## config.mk

```make
export PLATFORM = sky130hd
export DESIGN_NAME = drop_oldest_frame_queue
export DESIGN_NICKNAME = d
export VERILOG_FILES = /design/src/rtl/core/dofq_pkg.sv /design/src/rtl/core/dofq_ctrl.sv /design/src/rtl/core/dofq_dp.sv /design/src/rtl/core/drop_oldest_frame_queue.sv
export SDC_FILE = /design/constraint.sdc
export NUM_CORES = 2
export LEC_CHECK = 0
export BUFFER_PORTS_ARGS = -buffer_cell sky130_fd_sc_hd__buf_2
export CAP_MARGIN = 20
export CORE_ASPECT_RATIO = 2
export CORE_MARGIN = 1
export CORE_UTILIZATION = 62
export CTS_BUF_LIST = sky130_fd_sc_hd__clkbuf_8 sky130_fd_sc_hd__clkbuf_16
export DETAILED_ROUTE_END_ITERATION = 7
export PLACE_DENSITY = 0.79
export SYNTH_ARGS = -nofsm -noshare
export SYNTH_HDL_FRONTEND = slang
export SYNTH_SLANG_ARGS = --single-unit
export TNS_END_PERCENT = 10
```

## constraint.sdc

```tcl
create_clock -name clock -period 11.6 [get_ports clock]
set_clock_uncertainty 0.15 [all_clocks]
set_input_delay 2.32 -clock clock [delete_from_list [all_inputs] [get_ports clock]]
set_output_delay 2.32 -clock clock [all_outputs]
set_load 0.01 [all_outputs]
```

## src/rtl/core/dofq_pkg.sv

```systemverilog
// Package for the drop-oldest frame queue: constants, word types, opcodes,
// controller states and the command/status bundles between controller and datapath.
// Depends on nothing; every other file of the block imports it.
`default_nettype none

package dofq_pkg;

   // Default sizing
   localparam int DEPTH_DEF         = 16;
   localparam int PAYLOAD_BYTES_DEF = 8;

   // Fixed field widths
   localparam int STREAM_W = 8;
   localparam int SEQ_W    = 16;
   localparam int TIME_W   = 64;
   localparam int LEN_W    = 4;
   localparam int DATA_W   = 64;
   localparam int FILL_W   = 5;

   typedef enum logic [1:0] {
      OP_PUSH  = 2'd0,
      OP_POP   = 2'd1,
      OP_PEEK  = 2'd2,
      OP_PURGE = 2'd3
   } op_type;

   typedef enum logic [2:0] {
      ST_IDLE,
      ST_EXEC,
      ST_READ,
      ST_WALK,
      ST_PURGE_DONE
   } state_type;

   typedef struct packed {
      logic [1:0]          op;
      logic [STREAM_W-1:0] stream_tag;
      logic [SEQ_W-1:0]    seq_num;
      logic [TIME_W-1:0]   time_stamp;
      logic [LEN_W-1:0]    pay_len;
      logic [DATA_W-1:0]   pay_data;
   } req_type;

   typedef struct packed {
      logic                ok;
      logic                dropped_oldest;
      logic [STREAM_W-1:0] out_stream;
      logic [SEQ_W-1:0]    out_seq;
      logic [TIME_W-1:0]   out_time;
      logic [LEN_W-1:0]    out_len;
      logic [DATA_W-1:0]   out_data;
      logic [FILL_W-1:0]   fill;
   } rsp_type;

   // Controller to datapath
   typedef struct packed {
      logic latch_req;
      logic push_commit;
      logic read_issue;
      logic read_commit;
      logic walk_start;
      logic walk_step;
      logic purge_commit;
   } cmd_type;

   // Datapath to controller
   typedef struct packed {
      op_type op;
      logic   walk_more;
      logic   walk_pend;
   } sts_type;

endpackage

`default_nettype wire

```

## src/rtl/core/dofq_ctrl.sv

```systemverilog
// Controller for the drop-oldest frame queue: sequences each request word
// through execute, read and purge-walk steps and owns the response valid flag.
// Depends on dofq_pkg.
`default_nettype none

module dofq_ctrl (
   input  wire logic              clock,
   input  wire logic              reset,
   input  wire logic              req_valid,
   output logic                   req_stall,
   output logic                   rsp_valid,
   input  wire logic              rsp_stall,
   input  wire dofq_pkg::sts_type sts,
   output dofq_pkg::cmd_type      cmd
);
   import dofq_pkg::*;

   state_type state_ff, state_in;
   logic      rsp_valid_ff, rsp_valid_in;
   logic      slot_free;
   logic      commit;

   // Output register can take a word when empty or being drained
   assign slot_free = !rsp_valid_ff || !rsp_stall;

   // Next state
   always_comb begin
      state_in = state_ff;
      unique case (state_ff)
         ST_IDLE: begin
            if (req_valid) state_in = ST_EXEC;
         end
         ST_EXEC: begin
            unique case (sts.op)
               OP_PUSH:  if (slot_free) state_in = ST_IDLE;
               OP_POP:   state_in = ST_READ;
               OP_PEEK:  state_in = ST_READ;
               OP_PURGE: state_in = ST_WALK;
               default:  state_in = ST_IDLE;
            endcase
         end
         ST_READ: begin
            if (slot_free) state_in = ST_IDLE;
         end
         ST_WALK: begin
            if (!sts.walk_more && !sts.walk_pend) state_in = ST_PURGE_DONE;
         end
         ST_PURGE_DONE: begin
            if (slot_free) state_in = ST_IDLE;
         end
         default: state_in = ST_IDLE;
      endcase
   end

   // Commands
   always_comb begin
      cmd       = '0;
      req_stall = 1'b1;
      unique case (state_ff)
         ST_IDLE: begin
            req_stall     = 1'b0;
            cmd.latch_req = req_valid;
         end
         ST_EXEC: begin
            unique case (sts.op)
               OP_PUSH:  cmd.push_commit = slot_free;
               OP_POP:   cmd.read_issue  = 1'b1;
               OP_PEEK:  cmd.read_issue  = 1'b1;
               OP_PURGE: cmd.walk_start  = 1'b1;
               default:  cmd = '0;
            endcase
         end
         ST_READ: begin
            cmd.read_commit = slot_free;
         end
         ST_WALK: begin
            cmd.walk_step = 1'b1;
         end
         ST_PURGE_DONE: begin
            cmd.purge_commit = slot_free;
         end
         default: cmd = '0;
      endcase
   end

   // Response valid: set on a commit, drop once the word is taken
   assign commit       = cmd.push_commit || cmd.read_commit || cmd.purge_commit;
   assign rsp_valid_in = commit || (rsp_valid_ff && rsp_stall);
   assign rsp_valid    = rsp_valid_ff;

   always_ff @(posedge clock) begin
      if (reset) begin
         state_ff     <= ST_IDLE;
         rsp_valid_ff <= 1'b0;
      end else begin
         state_ff     <= state_in;
         rsp_valid_ff <= rsp_valid_in;
      end
   end

endmodule

`default_nettype wire

```

## src/rtl/core/dofq_dp.sv

```systemverilog
// Datapath for the drop-oldest frame queue: frame memory, ring pointers,
// fill count, purge compaction counters and the response register.
// Depends on dofq_pkg; driven by dofq_ctrl commands.
`default_nettype none

module dofq_dp #(
   parameter int DEPTH         = dofq_pkg::DEPTH_DEF,
   parameter int PAYLOAD_BYTES = dofq_pkg::PAYLOAD_BYTES_DEF
) (
   input  wire logic              clock,
   input  wire logic              reset,
   input  wire dofq_pkg::req_type req_data,
   input  wire dofq_pkg::cmd_type cmd,
   output dofq_pkg::sts_type      sts,
   output dofq_pkg::rsp_type      rsp_data
);
   import dofq_pkg::*;

   localparam int PW = (DEPTH > 1) ? $clog2(DEPTH) : 1;
   localparam int CW = $clog2(DEPTH + 1);
   localparam int DW = PAYLOAD_BYTES * 8;

   typedef struct packed {
      logic [STREAM_W-1:0] stream;
      logic [SEQ_W-1:0]    seq;
      logic [TIME_W-1:0]   stamp;
      logic [LEN_W-1:0]    len;
      logic [DW-1:0]       data;
   } frame_type;

   function automatic logic [PW-1:0] next_slot(input logic [PW-1:0] p);
      logic [PW-1:0] n;
      n = (p == PW'(DEPTH - 1)) ? '0 : p + 1'b1;
      return n;
   endfunction

   frame_type     mem [DEPTH];
   frame_type     rd_word_ff;
   req_type       req_ff;
   rsp_type       rsp_ff, rsp_in;

   logic [PW-1:0] write_ptr_ff, write_ptr_in;
   logic [PW-1:0] read_ptr_ff,  read_ptr_in;
   logic [CW-1:0] held_ff,      held_in;
   logic [PW-1:0] rd_addr_ff,   rd_addr_in;
   logic [PW-1:0] wr_addr_ff,   wr_addr_in;
   logic [CW-1:0] rd_cnt_ff,    rd_cnt_in;
   logic [CW-1:0] kept_ff,      kept_in;
   logic          pend_ff,      pend_in;

   logic          mem_we, mem_re;
   logic [PW-1:0] mem_wa, mem_ra;
   frame_type     mem_wd;
   frame_type     push_word;
   logic [DW-1:0] push_data;
   logic          push_ok, full, walk_more, walk_keep;

   // Clip payload bytes beyond the length
   always_comb begin
      push_data = '0;
      for (int b = 0; b < PAYLOAD_BYTES; b++) begin
         if (LEN_W'(b) < req_ff.pay_len) push_data[b*8 +: 8] = req_ff.pay_data[b*8 +: 8];
      end
   end

   assign push_word = '{stream: req_ff.stream_tag, seq: req_ff.seq_num,
                        stamp: req_ff.time_stamp, len: req_ff.pay_len, data: push_data};
   assign push_ok   = (req_ff.pay_len <= LEN_W'(PAYLOAD_BYTES));
   assign full      = (held_ff == CW'(DEPTH));
   assign walk_more = (rd_cnt_ff != held_ff);
   assign walk_keep = pend_ff && (rd_word_ff.stream != req_ff.stream_tag);

   assign sts = '{op: op_type'(req_ff.op), walk_more: walk_more, walk_pend: pend_ff};

   // Memory port selection
   always_comb begin
      mem_we = 1'b0;
      mem_wa = write_ptr_ff;
      mem_wd = push_word;
      mem_re = 1'b0;
      mem_ra = read_ptr_ff;
      if (cmd.push_commit && push_ok) begin
         mem_we = 1'b1;
      end else if (cmd.walk_step && walk_keep) begin
         mem_we = 1'b1;
         mem_wa = wr_addr_ff;
         mem_wd = rd_word_ff;
      end
      if (cmd.read_issue) begin
         mem_re = 1'b1;
      end else if (cmd.walk_step && walk_more) begin
         mem_re = 1'b1;
         mem_ra = rd_addr_ff;
      end
   end

   // Pointers, fill, walk counters and response word
   always_comb begin
      write_ptr_in = write_ptr_ff;
      read_ptr_in  = read_ptr_ff;
      held_in      = held_ff;
      rd_addr_in   = rd_addr_ff;
      wr_addr_in   = wr_addr_ff;
      rd_cnt_in    = rd_cnt_ff;
      kept_in      = kept_ff;
      pend_in      = pend_ff;
      rsp_in       = '0;

      if (cmd.push_commit) begin
         if (push_ok) begin
            write_ptr_in = next_slot(write_ptr_ff);
            if (full) begin
               read_ptr_in           = next_slot(read_ptr_ff);
               rsp_in.dropped_oldest = 1'b1;
            end else begin
               held_in = held_ff + 1'b1;
            end
            rsp_in.ok = 1'b1;
         end
         rsp_in.fill = FILL_W'(held_in);
      end

      if (cmd.read_commit) begin
         if (held_ff != '0) begin
            rsp_in.ok         = 1'b1;
            rsp_in.out_stream = rd_word_ff.stream;
            rsp_in.out_seq    = rd_word_ff.seq;
            rsp_in.out_time   = rd_word_ff.stamp;
            rsp_in.out_len    = rd_word_ff.len;
            rsp_in.out_data   = DATA_W'(rd_word_ff.data);
            if (req_ff.op == OP_POP) begin
               read_ptr_in = next_slot(read_ptr_ff);
               held_in     = held_ff - 1'b1;
            end
         end
         rsp_in.fill = FILL_W'(held_in);
      end

      // Compact kept frames toward the read pointer
      if (cmd.walk_start) begin
         rd_addr_in = read_ptr_ff;
         wr_addr_in = read_ptr_ff;
         rd_cnt_in  = '0;
         kept_in    = '0;
         pend_in    = 1'b0;
      end

      if (cmd.walk_step) begin
         pend_in = walk_more;
         if (walk_more) begin
            rd_addr_in = next_slot(rd_addr_ff);
            rd_cnt_in  = rd_cnt_ff + 1'b1;
         end
         if (walk_keep) begin
            wr_addr_in = next_slot(wr_addr_ff);
            kept_in    = kept_ff + 1'b1;
         end
      end

      if (cmd.purge_commit) begin
         held_in      = kept_ff;
         write_ptr_in = wr_addr_ff;
         pend_in      = 1'b0;
         rsp_in.ok    = 1'b1;
         rsp_in.fill  = FILL_W'(kept_ff);
      end
   end

   // Frame memory with registered read
   always_ff @(posedge clock) begin
      if (mem_we) mem[mem_wa] <= mem_wd;
      if (mem_re) rd_word_ff <= mem[mem_ra];
   end

   // Payload registers
   always_ff @(posedge clock) begin
      if (cmd.latch_req) req_ff <= req_data;
      if (cmd.push_commit || cmd.read_commit || cmd.purge_commit) rsp_ff <= rsp_in;
      rd_addr_ff <= rd_addr_in;
      wr_addr_ff <= wr_addr_in;
      rd_cnt_ff  <= rd_cnt_in;
      kept_ff    <= kept_in;
   end

   // Control registers
   always_ff @(posedge clock) begin
      if (reset) begin
         write_ptr_ff <= '0;
         read_ptr_ff  <= '0;
         held_ff      <= '0;
         pend_ff      <= 1'b0;
      end else begin
         write_ptr_ff <= write_ptr_in;
         read_ptr_ff  <= read_ptr_in;
         held_ff      <= held_in;
         pend_ff      <= pend_in;
      end
   end

   assign rsp_data = rsp_ff;

endmodule

`default_nettype wire

```

## src/rtl/core/drop_oldest_frame_queue.sv

```systemverilog
// Drop-oldest frame queue: ring of DEPTH telemetry frames with push, pop,
// peek and per-stream purge. Top level joining dofq_ctrl and dofq_dp.
// Depends on dofq_pkg.
//
// Usage:
//   The req channel carries one operation word (push, pop, peek, purge);
//   the rsp channel returns exactly one result word per request. Both use
//   valid/stall; a word moves on a clock edge with valid high, stall low.
//   Push commits from the execute state; pop and peek add one registered
//   read of the frame memory; purge walks the held frames at one memory
//   read per cycle, writing back each kept frame, then retires the last
//   read, sees the walk end and commits the new fill.
//   One request is worked at a time; req_stall is low only in the idle
//   state. A result sits in the output register while rsp_stall is high;
//   the next request is taken meanwhile and finishes once that register
//   drains. A full-queue push overwrites the oldest frame and flags it.
//   Synchronous reset empties the queue and clears the output valid; the
//   frame memory is not cleared and needs no clearing pass.
`default_nettype none

module drop_oldest_frame_queue #(
   parameter int DEPTH         = dofq_pkg::DEPTH_DEF,
   parameter int PAYLOAD_BYTES = dofq_pkg::PAYLOAD_BYTES_DEF
) (
   input  wire logic              clock,
   input  wire logic              reset,
   input  wire logic              req_valid,
   output logic                   req_stall,
   input  wire dofq_pkg::req_type req_data,
   output logic                   rsp_valid,
   input  wire logic              rsp_stall,
   output dofq_pkg::rsp_type      rsp_data
);
   import dofq_pkg::*;

   cmd_type cmd;
   sts_type sts;

   // Sequence each word
   dofq_ctrl u_ctrl (
      .clock     (clock),
      .reset     (reset),
      .req_valid (req_valid),
      .req_stall (req_stall),
      .rsp_valid (rsp_valid),
      .rsp_stall (rsp_stall),
      .sts       (sts),
      .cmd       (cmd)
   );

   // Hold frames and build results
   dofq_dp #(
      .DEPTH         (DEPTH),
      .PAYLOAD_BYTES (PAYLOAD_BYTES)
   ) u_dp (
      .clock    (clock),
      .reset    (reset),
      .req_data (req_data),
      .cmd      (cmd),
      .sts      (sts),
      .rsp_data (rsp_data)
   );

endmodule

`default_nettype wire
```

==> summary.txt <==
Synth
  • Synth area leaders: edfxtp_1 (76%), nand2_1 (6.5%), nand3_1 (5.6%), mux2i_1 (3.9%), a32oi_1 (1.1%)
  • #FFs+latches synth: approximately 3000
  • Post-synth EDFFs: 2973
  • Simple-Gate Fraction of Synth Area: 0.1344
  • Post-Syn Instances: 8112
  • Synth cell types: between 60 and 70
  • Cell taking the most area after synthesis: edfxtp_1
  • XOR/XNOR Fraction of Synth Area: 0.001723
  • Synth warnings: 0
  • Count leader, synth: edfxtp_1
  • Post-synth top cells: edfxtp_1 (2973), nand2_1 (2011), nand3_1 (1314)
  • Synth Area in Adders: 0.001284
  • Post-synthesis mux area share: 0.04852
  • Main synth FF type: edfxtp_1
  • Asr flop ratio synth: 0
  • Largest family of logic cells by synthesized area: simple AND/OR/NAND/NOR gates
  • Mean post-synth cell area: 14.42 um2
  • Yosys top cell area share: 0.7634
  • Syn nets: between 8000 and 9000
  • Seq/Total Area, Yosys: 0.7696
  • Synth Area in Compound Gates: 0.02463
  • Mapped Area: between 100000 and 150000 um2

Placed design
  • Post-Place Cells: around 11000
  • Placer Congestion: 0.8824
  • DP HPWL: 157800 um
  • Placed cell areas: 121200 um2
  • Port bufs: 326

Clock tree
  • CTS Sinks: about 3000
  • Clock Latency Late Sink: approximately 900 ps
  • CTS root buffer: clkbuf_16
  • Num CTS Buffers: 243
  • Post-CTS Setup Inserts: 0
  • Clk buf depth: 4
  • TritonCTS clock tree: done
  • CTS Hold Buffers Added: 0
  • PostCTS Resize Cnt: 0
  • Clock transition at path regs: 70 ps
  • H-Tree Depth: 4

Floorplan
  • Die W: between 300 and 400 um
  • Initial Util: 0.6237
  • FP Rows: 225
  • Die Ht: around 620 um
  • Core footprint: 187500 um2
  • DIE AREA: about 190000 um2
  • # IOs: 327

Timing
  • Period utilization: 0.4859
  • Slew HR: 0.1761
  • Setup TNS: 0 ps
  • RSZ-0062 raised after global routing: false
  • Endpoints failing setup: 0
  • Actual slew at the worst max-slew pin: 1228 ps
  • Final min period: 5637 ps
  • Final Max Tran Viols: 0
  • Final Hold Viols: 0
  • Fmax achieved: 177.4 MHz

Global route
  • Antenna violations before repair: 19
  • Total track usage: 0.3094
  • Largest net degree at the start of global routing: 174
  • Global route total overflow: 0
  • Vias in the first global route: a little over 70000
  • First-pass GRT wire length: roughly 440000 um

Critical path
  • Max incr delay on CP: just over 800 ps
  • Critical Path Slowest Stage Cell: buf_4
  • Critical Path Fanout Max: 66
  • R2R cell count: 10
  • Kind of critical path: register to register
  • Critical Path RT: 11920 ps
  • Crit. End Element: register
  • Startpoint types: register
  • Critical path's most frequent cell: buf_4
  • CP Cell Sequence: xor2_1, nor4_1, buf_4, a21oi_4, buf_4, a31oi_1, buf_4, nor2_4, buf_4, buf_4
  • Crit path arrival time: between 5000 and 6000 ps

Routing
  • DRT Wirelength: 297600 um
  • DRC viols: 0
  • 1st-pass router iterations: 6
  • Vias post-DR: 71103
  • DR vias/cell: 6.434
  • ANT nets after route: 0
  • Average wire per standard cell: ~27 um
  • Initial DRC Count: 9316

Final layout
  • Register area: 90000 um2
  • Fin cells: 11051
  • Fraction of layout cells with a size suffix above 1: 0.1153
  • Area Overhead vs Synth: 10.45%
  • Number of nets in the layout: approximately 8500
  • Finished Cell Area: 129200 um2
  • Multi-input logic area: 24860 um2
  • Fill cell count: 12030
  • Post-Route Utilization: 0.6889

Outcome
  • Outcome: completed

Power
  • Peak supply drop: 0.1654 mV
  • LEAKAGE: 43.86 nW
  • Pwr Density: 167.7 nW/um2

Hold path
  • Hold Path Cell Cnt: 2
  • Worst min-delay path class: register to register

Flow run
  • Max Cap Viol: 0
==> logic make-up (layout without fill, tap and decap cells) <==
family | count (synthesis) | count (layout)
buffers and inverters | 504 | 937
adders and majority gates | 12 | 12
other | 0 | 9
AOI/OAI and AO/OA | 411 | 411
and+or+nand+nor | 3600 | 3600
muxes | 553 | 553
xor gates and xnor gates | 23 | 23
DFF | 3009 | 3009
==> worst max-delay path: cells and delay by family (launching register included) <==
family                 cells  cell delay [ps]
AND/OR/NAND/NOR            2              920
AO/OA/AOI/OAI              2              980
flip-flops                 1              420
buffers and inverters      5             2390
XOR/XNOR                   1              290
==> routing by layer <==
| layer | track usage | routed length (um) |
|---|---|---|
| met1 | 0.3824 | 102000 |
| met2 | 0.5270 | 151200 |
| met3 | 0.04009 | 27170 |
| met4 | 0.1718 | 17190 |
| met5 | 0 | 56 |
==> layout by cell type (no fill, tap or decap), types with 9 or more instances in the layout <==
cell and instances:
buf_4 127, o21ai_1 16, and2_1 159, buf_12 31, ha_1 12, nor2_1 41, mux2_2 96, nand3_1 1313
a31oi_1 14, nor2_4 22, inv_1 48, o21ai_0 69, clkinvlp_4 15, nand4_1 12, nand2_1 2010, clkinv_2 50
edfxtp_1 2973, diode_2 9, a32oi_1 148, xor2_1 20, bufinv_16 29, a22oi_1 20, a21oi_1 82, dfxtp_1 36
clkinv_1 43, buf_2 326, clkbuf_16 245, mux2i_1 450
==> power by group <==
group	leakage, nW	switching, mW	internal, mW	total, mW
Combinational	12.7	0.664	0.206	0.871
Sequential	27.2	0.152	12.4	12.5
Clock	3.98	3.78	4.48	8.26
==> cell type report <==
cell class / count / area share
sequential: 3009 / 0.6968
multi-input combinational: 4599 / 0.1925
clock buffer: 245 / 0.04747
timing repair buffer: 488 / 0.02535
tap: 2497 / 0.02419
clock inverter: 193 / 0.01327
inverter: 11 / 0.0003197
antenna: 9 / 0.0001744
==> worst paths after layout <==
check                        from                 to  slack [ps]
min             u_dp.rd_cnt_ff[4]  u_dp.rd_cnt_ff[4]         360
min reg2reg     u_dp.rd_cnt_ff[4]  u_dp.rd_cnt_ff[4]         360
max reg2reg  u_dp.rd_word_ff[152]   u_dp.mem[2][120]        5960
max          u_dp.rd_word_ff[152]   u_dp.mem[2][120]        5960
==> sequential cells by signal, summed over array words and instances (netlist names), 5 cells and up <==
| signal | cells |
|---|---|
| u_dp.rd_cnt_ff | 5 |
| u_dp.kept_ff | 5 |
| u_dp.push_word | 92 |
| u_dp.held_ff | 5 |
| u_dp.rd_word_ff | 156 |
| u_dp.req_ff | 64 |
| u_dp.mem | 2496 |
| u_dp.rsp_data | 163 |
==> per-stage QoR <==
stage | hold slack [ps] | power [mW] | worst slack [ps]
after floorplan | 313.6 | 13.15 | 910.1
after global placement | 332.5 | 13.59 | 5088
after detailed placement | 341.4 | 13.62 | 5182
after CTS | 355.3 | 21.69 | 5991
after global routing | 381.4 | 22.13 | 5831
final | 363.2 | 21.66 | 5963
(Power assumes the default switching activity.)
